<file path="config.mk">
export PLATFORM = sky130hd
export DESIGN_NAME = button_press_classifier_unit
export DESIGN_NICKNAME = d
export VERILOG_FILES = /design/src/bpc_pkg.sv /design/src/bpc_lane.sv /design/src/bpc_merge.sv /design/src/button_press_classifier_unit.sv
export SDC_FILE = /design/constraint.sdc
export NUM_CORES = 1
export LEC_CHECK = 0
export BUFFER_PORTS_ARGS = -buffer_cell sky130_fd_sc_hd__buf_4
export CORE_UTILIZATION = 46
export CTS_CLUSTER_DIAMETER = 40
export DETAILED_ROUTE_END_ITERATION = 8
export PLACE_DENSITY = 0.69
export SYNTH_ARGS = -nofsm -noshare
export SYNTH_HDL_FRONTEND = slang
export SYNTH_SLANG_ARGS = --single-unit
</file>
<file path="constraint.sdc">
create_clock -name clk -period 8.6 [get_ports clk]
set_clock_uncertainty 0.05 [all_clocks]
set_input_delay 0.86 -clock clk [delete_from_list [all_inputs] [get_ports clk]]
set_output_delay 0.86 -clock clk [all_outputs]
set_load 0.01 [all_outputs]
</file>
<file path="src/bpc_pkg.sv">
// shared types and constants for the button press classifier
`default_nettype none

package bpc_pkg;

	// fixed field widths
	localparam int KEY_BITS = 5;
	localparam int TS_W     = 32;
	localparam int LONG_W   = 16;
	localparam int MIN_W    = 10;
	localparam int EV_W     = 3;
	localparam int CFG_W    = 16;
	localparam int CFG_IDX_W = 1;

	// register indexes
	localparam logic [CFG_IDX_W-1:0] REG_LONG_PRESS = 1'b0;
	localparam logic [CFG_IDX_W-1:0] REG_MIN_SHORT  = 1'b1;

	// register reset values
	localparam logic [LONG_W-1:0] LONG_PRESS_RESET = 16'd1000;
	localparam logic [MIN_W-1:0]  MIN_SHORT_RESET  = 10'd15;

	// event codes
	localparam logic [EV_W-1:0] EV_NONE      = 3'd0;
	localparam logic [EV_W-1:0] EV_KEY1_LONG = 3'd1;

	// what one key lane reports to the merge stage
	typedef struct packed {
		logic            fin;
		logic [EV_W-1:0] code;
	} lane_res_t;

endpackage

`default_nettype wire

</file>
<file path="src/bpc_lane.sv">
// one key lane: press state, start time and elapsed-time checks
`default_nettype none

module bpc_lane
	import bpc_pkg::*;
#(
	parameter int LANE_IDX = 0
) (
	input  wire logic              clk,
	input  wire logic              arst_n,
	input  wire logic              released,
	input  wire logic [TS_W-1:0]   now_ms,
	input  wire logic [LONG_W-1:0] long_press_ms,
	input  wire logic [MIN_W-1:0]  min_short_ms,
	input  wire logic              upd,
	output lane_res_t              res
);

	logic            timing_q;
	logic            finished_q;
	logic [TS_W-1:0] start_q;
	logic [TS_W-1:0] elapsed;
	logic            long_hit;
	logic            short_ok;

	// elapsed time modulo 2^32 and limit checks
	always_comb begin
		elapsed  = now_ms - start_q;
		long_hit = elapsed >= {{(TS_W-LONG_W){1'b0}}, long_press_ms};
		short_ok = elapsed >= {{(TS_W-MIN_W){1'b0}}, min_short_ms};
	end

	// finish test and event code for this key
	always_comb begin
		res.fin = timing_q && !finished_q && (long_hit || released);
		if (long_hit) begin
			res.code = (LANE_IDX == 0) ? EV_KEY1_LONG : EV_NONE;
		end else if (short_ok) begin
			res.code = EV_W'(LANE_IDX + 2);
		end else begin
			res.code = EV_NONE;
		end
	end

	// key state flags
	always_ff @(posedge clk or negedge arst_n) begin
		if (!arst_n) begin
			timing_q   <= 1'b0;
			finished_q <= 1'b0;
		end else if (upd) begin
			if (!timing_q) begin
				if (!released) begin
					timing_q   <= 1'b1;
					finished_q <= 1'b0;
				end
			end else if (!finished_q) begin
				if (long_hit || released) begin
					finished_q <= 1'b1;
				end
			end else if (released) begin
				timing_q <= 1'b0;
			end
		end
	end

	// press start timestamp
	always_ff @(posedge clk) begin
		if (upd && !timing_q && !released) begin
			start_q <= now_ms;
		end
	end

endmodule

`default_nettype wire

</file>
<file path="src/bpc_merge.sv">
// merge stage: first finishing key wins and gates later lanes
`default_nettype none

module bpc_merge
	import bpc_pkg::*;
#(
	parameter int NUM_KEYS = 5
) (
	input  wire logic                     accept,
	input  lane_res_t [NUM_KEYS-1:0]      res,
	output logic      [NUM_KEYS-1:0]      lane_en,
	output logic      [EV_W-1:0]          code
);

	logic found;

	// priority scan from key 1 upward
	always_comb begin
		found = 1'b0;
		code  = EV_NONE;
		for (int k = 0; k < NUM_KEYS; k++) begin
			lane_en[k] = accept && !found;
			if (!found && res[k].fin) begin
				code  = res[k].code;
				found = 1'b1;
			end
		end
	end

endmodule

`default_nettype wire

</file>
<file path="src/button_press_classifier_unit.sv">
// button press classifier top level: key lanes, merge and output buffer
// an accepted poll's event is registered in the output register, or in the skid entry if that is held
// throughput: one poll per cycle while poll_stall is low; all key lanes compare elapsed time in parallel
//   and the merge picks the first finisher in the same cycle as the state update
// a two-entry output buffer (register plus skid) keeps polls flowing under stall until both entries are full
// reset: every key idle, registers back to 1000 ms and 15 ms, output buffer empty
`default_nettype none

module button_press_classifier_unit
	import bpc_pkg::*;
#(
	parameter int NUM_KEYS = 5
) (
	input  wire logic                 clk,
	input  wire logic                 arst_n,
	input  wire logic                 poll_valid,
	output logic                      poll_stall,
	input  wire logic [KEY_BITS-1:0]  key_levels,
	input  wire logic [TS_W-1:0]      now_ms,
	output logic                      event_valid,
	input  wire logic                 event_stall,
	output logic [EV_W-1:0]           event_res,
	input  wire logic                 cfg_we,
	input  wire logic [CFG_IDX_W-1:0] cfg_index,
	input  wire logic [CFG_W-1:0]     cfg_data
);

	logic [LONG_W-1:0]        long_q;
	logic [MIN_W-1:0]         min_q;
	logic                     accept;
	logic                     out_pop;
	lane_res_t [NUM_KEYS-1:0] lane_res;
	logic [NUM_KEYS-1:0]      lane_en;
	logic [EV_W-1:0]          code;
	logic                     out_valid_q;
	logic [EV_W-1:0]          out_q;
	logic                     skid_valid_q;
	logic [EV_W-1:0]          skid_q;

	// configuration registers
	always_ff @(posedge clk or negedge arst_n) begin
		if (!arst_n) begin
			long_q <= LONG_PRESS_RESET;
			min_q  <= MIN_SHORT_RESET;
		end else if (cfg_we) begin
			case (cfg_index)
				REG_LONG_PRESS: long_q <= cfg_data[LONG_W-1:0];
				REG_MIN_SHORT:  min_q  <= cfg_data[MIN_W-1:0];
				default: ;
			endcase
		end
	end

	// handshake
	assign poll_stall  = skid_valid_q;
	assign accept      = poll_valid && !poll_stall;
	assign out_pop     = out_valid_q && !event_stall;
	assign event_valid = out_valid_q;
	assign event_res   = out_q;

	// key lanes
	for (genvar k = 0; k < NUM_KEYS; k++) begin : g_lane
		logic released;
		if (k < KEY_BITS) begin : g_pin
			assign released = key_levels[k];
		end else begin : g_nopin
			assign released = 1'b1;
		end
		bpc_lane #(
			.LANE_IDX(k)
		) u_lane (
			.clk          (clk),
			.arst_n       (arst_n),
			.released     (released),
			.now_ms       (now_ms),
			.long_press_ms(long_q),
			.min_short_ms (min_q),
			.upd          (lane_en[k]),
			.res          (lane_res[k])
		);
	end

	// merge of lane results
	bpc_merge #(
		.NUM_KEYS(NUM_KEYS)
	) u_merge (
		.accept (accept),
		.res    (lane_res),
		.lane_en(lane_en),
		.code   (code)
	);

	// output register with skid entry
	always_ff @(posedge clk or negedge arst_n) begin
		if (!arst_n) begin
			out_valid_q  <= 1'b0;
			skid_valid_q <= 1'b0;
		end else if (skid_valid_q) begin
			if (out_pop) begin
				skid_valid_q <= 1'b0;
			end
		end else if (accept) begin
			if (out_valid_q && !out_pop) begin
				skid_valid_q <= 1'b1;
			end else begin
				out_valid_q <= 1'b1;
			end
		end else if (out_pop) begin
			out_valid_q <= 1'b0;
		end
	end

	// output payload
	always_ff @(posedge clk) begin
		if (skid_valid_q) begin
			if (out_pop) begin
				out_q <= skid_q;
			end
		end else if (accept) begin
			if (out_valid_q && !out_pop) begin
				skid_q <= code;
			end else begin
				out_q <= code;
			end
		end
	end

	function automatic logic [NUM_KEYS-1:0] lane_fin_vec();
		logic [NUM_KEYS-1:0] v;
		for (int k = 0; k < NUM_KEYS; k++) begin
			v[k] = lane_res[k].fin;
		end
		return v;
	endfunction

	// skid entry only ever holds a transaction behind a full output register
	a_skid_behind_out: assert property (@(posedge clk) disable iff (!arst_n)
		skid_valid_q |-> out_valid_q)
		else $error("skid entry valid while output register empty");

	// at most one lane finishes within the lanes allowed to update
	a_one_finisher: assert property (@(posedge clk) disable iff (!arst_n)
		$onehot0(lane_en & lane_fin_vec()))
		else $error("more than one key finished on one poll");

	// an accepted poll always yields a pending event on the next cycle
	a_accept_gives_event: assert property (@(posedge clk) disable iff (!arst_n)
		accept |=> out_valid_q)
		else $error("accepted poll produced no event");

	// lanes only update on an accepted poll
	a_no_update_idle: assert property (@(posedge clk) disable iff (!arst_n)
		!accept |-> (lane_en == '0))
		else $error("key lane updated without an accepted poll");

endmodule

`default_nettype wire

</file>
==> flow_metrics.py <==
metrics = {
    "route": {
        "avgRoutedWirePerCell_um": 20.5,
        "vias_per_cell": 6.11,
        "dr.pass1.iters": 8,
        "vias": 17455,
        "ant_nets": 0,
        "drt-total-wl_um": 58600,
        "route.detailed.drc": 2,
        "drt_iter0_markers": 1339,
    },
    "floorplanning": {
        "die_w_um": 208,
        "row_count": 75,
        "num_io_pins": 64,
        "start_util_pct": 46.6,
        "die_area_sq_mm": 0.0433,
        "die_y_um": 208,
        "core-area_sq_mm": 0.0419,
    },
    "cells_and_area": {
        "finalNonFillerCells": 2855,
        "drive_gt1_share_pct": 8.72,
        "areaGrowthSynthToFinish_pct": 12.7,
        "diodes": 0,
        "nNetsFinal": 2630,
    },
    "logic_synthesis": {
        "ys_top_cells_by_count": "ha_1, inv_1, a21oi_1",
        "synth_top_family_by_area": "compound AO/OA/AOI/OAI gates",
        "synth_area_leaders": "edfxtp_1, ha_1, a21oi_1",
        "syn-num-nets": 2573,
        "synth_top_area_share_pct": 25.5,
        "avgSynthCellArea_sq_um": 8.78,
        "netlist_instances": 2224,
        "synthMuxAreaShare_pct": 1.64,
        "ys_warn_count": 0,
        "synth_simple_gate_area_share_pct": 15.3,
        "synth_compound_area_share_pct": 23.4,
        "ys_types": 95,
        "async_flop_share_pct": 18.6,
        "synth_area_sq_mm": 0.0195,
        "synth-seq-cells": 204,
        "synthFlopType": "edfxtp_1",
        "yosysTopAreaCell": "edfxtp_1",
        "synth_xor_area_share_pct": 4.80,
        "synth.most_common_cell": "ha_1",
        "synth_seq_area_share_pct": 30.5,
        "synth-edff-count": 166,
        "synth_fa_ha_area_share_pct": 18.8,
    },
    "timing": {
        "fin_ws_ns": 1.84,
        "hold_viol_final": 0,
        "slew_viol_final": 0,
        "max_freq_mhz": 148,
        "setup_viol": 0,
        "rsz0062_at_grt": "no",
        "worst-slew-pin-transition_ns": 1.15,
        "fin_crit_sh_pct": 78.6,
        "relSlewSlack_pct": 23.0,
        "fin_tns_setup_ns": 0,
        "finalCriticalPeriod_ns": 6.76,
    },
    "power_and_ir_drop": {
        "p_int_uw": 2890,
        "peakVddDrop_uv": 156,
        "combPwrFrac_pct": 33.9,
        "clkPwrFrac_pct": 38.3,
        "pwr-share-seq_pct": 27.8,
        "p_leak_uw": 0.00955,
        "switching_power_uw": 1580,
        "power_density_mw_per_mm2": 203,
        "sw_frac_of_total_pct": 35.4,
    },
    "clocking": {
        "hold_buffers": 0,
        "post_cts_buffers": 0,
        "cts_max_level": 2,
        "clkTransAtPathRegs_ns": 0.05,
        "clock_path_buffers": 3,
        "insertion_delay_ns": 0.58,
        "root_buffer": "clkbuf_16",
        "cts_sinks": 204,
        "numCtsBuffers": 43,
        "cts_tree": "done",
        "cts_resized": 0,
    },
    "run_status": {
        "outcome": "finished, violations left",
        "violations": "DRC",
    },
    "grt": {
        "grt_max_degree": 39,
        "antenna_found_initial": 0,
        "grt_pass1_vias": 17189,
        "grt-ovfl-total": 0,
        "grt_pass1_wl_um": 91500,
        "grtUsageTotal_pct": 26.9,
    },
    "worst_setup_path": {
        "reg2regPathDepth": 22,
        "timing.rr.end": "g_lane[4].u_lane.start_q[18]",
        "start_kind": "input pin",
        "rrSetupSlack_ns": 2.10,
        "worst-path-max-fanout": 32,
        "reg2reg_from": "g_lane[2].u_lane.start_q[0]",
        "startpoint": "now_ms[0]",
        "cp-endpoint": "g_lane[4].u_lane.start_q[18]",
        "crit_arrival_ns": 6.90,
        "worstPathRequired_ns": 8.74,
        "timing_worst_setup_path_type": "in -> reg",
        "endpoint_kind": "register",
    },
    "worst_hold_path": {
        "hold_path.class": "in -> async",
    },
    "place": {
        "port_buffers": 63,
        "dpl.hpwl_um": 46700,
        "pre_cts_slack_ns": 1.34,
        "dp_cells": 2775,
        "place.gp.congestion": 0.930,
    },
    "run": {
        "cap_violations": 0,
    },
}
## area by class of cell
class / count / area [sq um]
fillers: 3838 / 19900
clock buffers: 52 / 1190
clock inverters: 28 / 310
multi-input cells: 1737 / 12500
flip-flops and latches: 204 / 5950
well taps: 539 / 674
inverters: 228 / 856
repair buffers: 67 / 503
## how the worst min path moves through the flow
stage	start	endpoint	slack, ns	cells past startpoint
floorplan	min_q[4]	min_q[4]	0.43	1
global placement	min_q[8]	min_q[8]	0.44	1
finish	arst_n	min_q[4]	0.22	1
detailed placement	min_q[8]	min_q[8]	0.45	1
global route	arst_n	min_q[4]	0.25	1
CTS	arst_n	long_q[2]	0.22	1
## layer usage
layer  global-route usage, %  vias up  routed length (um)
met5                       0        -                   0
met1                    34.4     8407               25900
met4                    11.8        0                2550
li1                        -     8401                   -
met2                    45.4      490               27500
met3                    3.38      157                2550
## sequential cells by signal, summed over array words and instances, names as in the netlist
signal / count
event_res: 3
event_valid: 1
g_lane.u_lane.finished_q: 5
g_lane.u_lane.start_q: 160
g_lane.u_lane.timing_q: 5
long_q: 16
min_q: 10
poll_stall: 1
skid_q: 3
## cells by family (layout without fill, tap and decap cells)
family / after synthesis / count (layout)
compound gates: 703 / 703
simple gates: 607 / 607
fa+ha+maj: 290 / 290
buf+inv: 283 / 375
flops: 204 / 204
xor+xnor: 107 / 107
mux: 30 / 30
## per-stage QoR
step	hold WS, ns	total power [uW]	util, %	cell area (sq um)
after floorplan	0.429	2290	-	19500
after global placement	0.440	2710	49.0	20500
after detailed placement	0.450	2750	49.0	20500
after CTS	0.221	4480	52.6	22000
after global routing	0.253	4720	52.6	22000
final	0.221	4470	52.6	22000
## critical path, stage by stage
cell	delay [ns]
buf_4	0.13
inv_1	0.19
ha_1	0.20
inv_1	0.05
fa_1	0.40
a21o_1	0.20
a31oi_1	0.19
o21bai_1	0.15
o21ba_2	0.36
o21a_1	0.19
xnor2_1	0.15
ha_1	0.28
a21oi_1	0.17
o22ai_1	0.12
a2111oi_2	0.28
nand2_1	0.08
or4_1	0.50
a2111o_1	0.29
or4_4	0.55
o31ai_4	0.45
nand4_1	0.22
nand2b_1	0.28
nor2_4	0.10
buf_4	0.45
## power groups by stage
| stage | logic (uW) | clock network [uW] | registers (uW) |
|---|---|---|---|
| after floorplan | 1040 | 0 | 1250 |
| after CTS | 1500 | 1740 | 1240 |
| after global routing | 1680 | 1780 | 1260 |
| after global placement | 1450 | 0 | 1260 |
| final | 1510 | 1710 | 1240 |
| after detailed placement | 1490 | 0 | 1260 |
## layout by cell type (no fill, tap or decap), drive strengths merged, types with 14 or more instances in the layout
| cell | count |
|---|---|
| a211oi | 25 |
| a21o | 68 |
| a21oi | 219 |
| a31oi | 26 |
| and3 | 23 |
| buf | 67 |
| clkbuf | 52 |
| dfrtp | 28 |
| edfxtp | 166 |
| ha | 285 |
| inv | 237 |
| mux2 | 16 |
| mux2i | 14 |
| nand2 | 183 |
| nand2b | 22 |
| nand3 | 50 |
| nand4 | 49 |
| nor2 | 136 |
| nor2b | 24 |
| nor3 | 31 |
| nor4 | 16 |
| o211ai | 22 |
| o21a | 32 |
| o21ai | 153 |
| o21bai | 18 |
| xnor2 | 67 |
| xor2 | 40 |
Power figures use the tool's default switching activity.
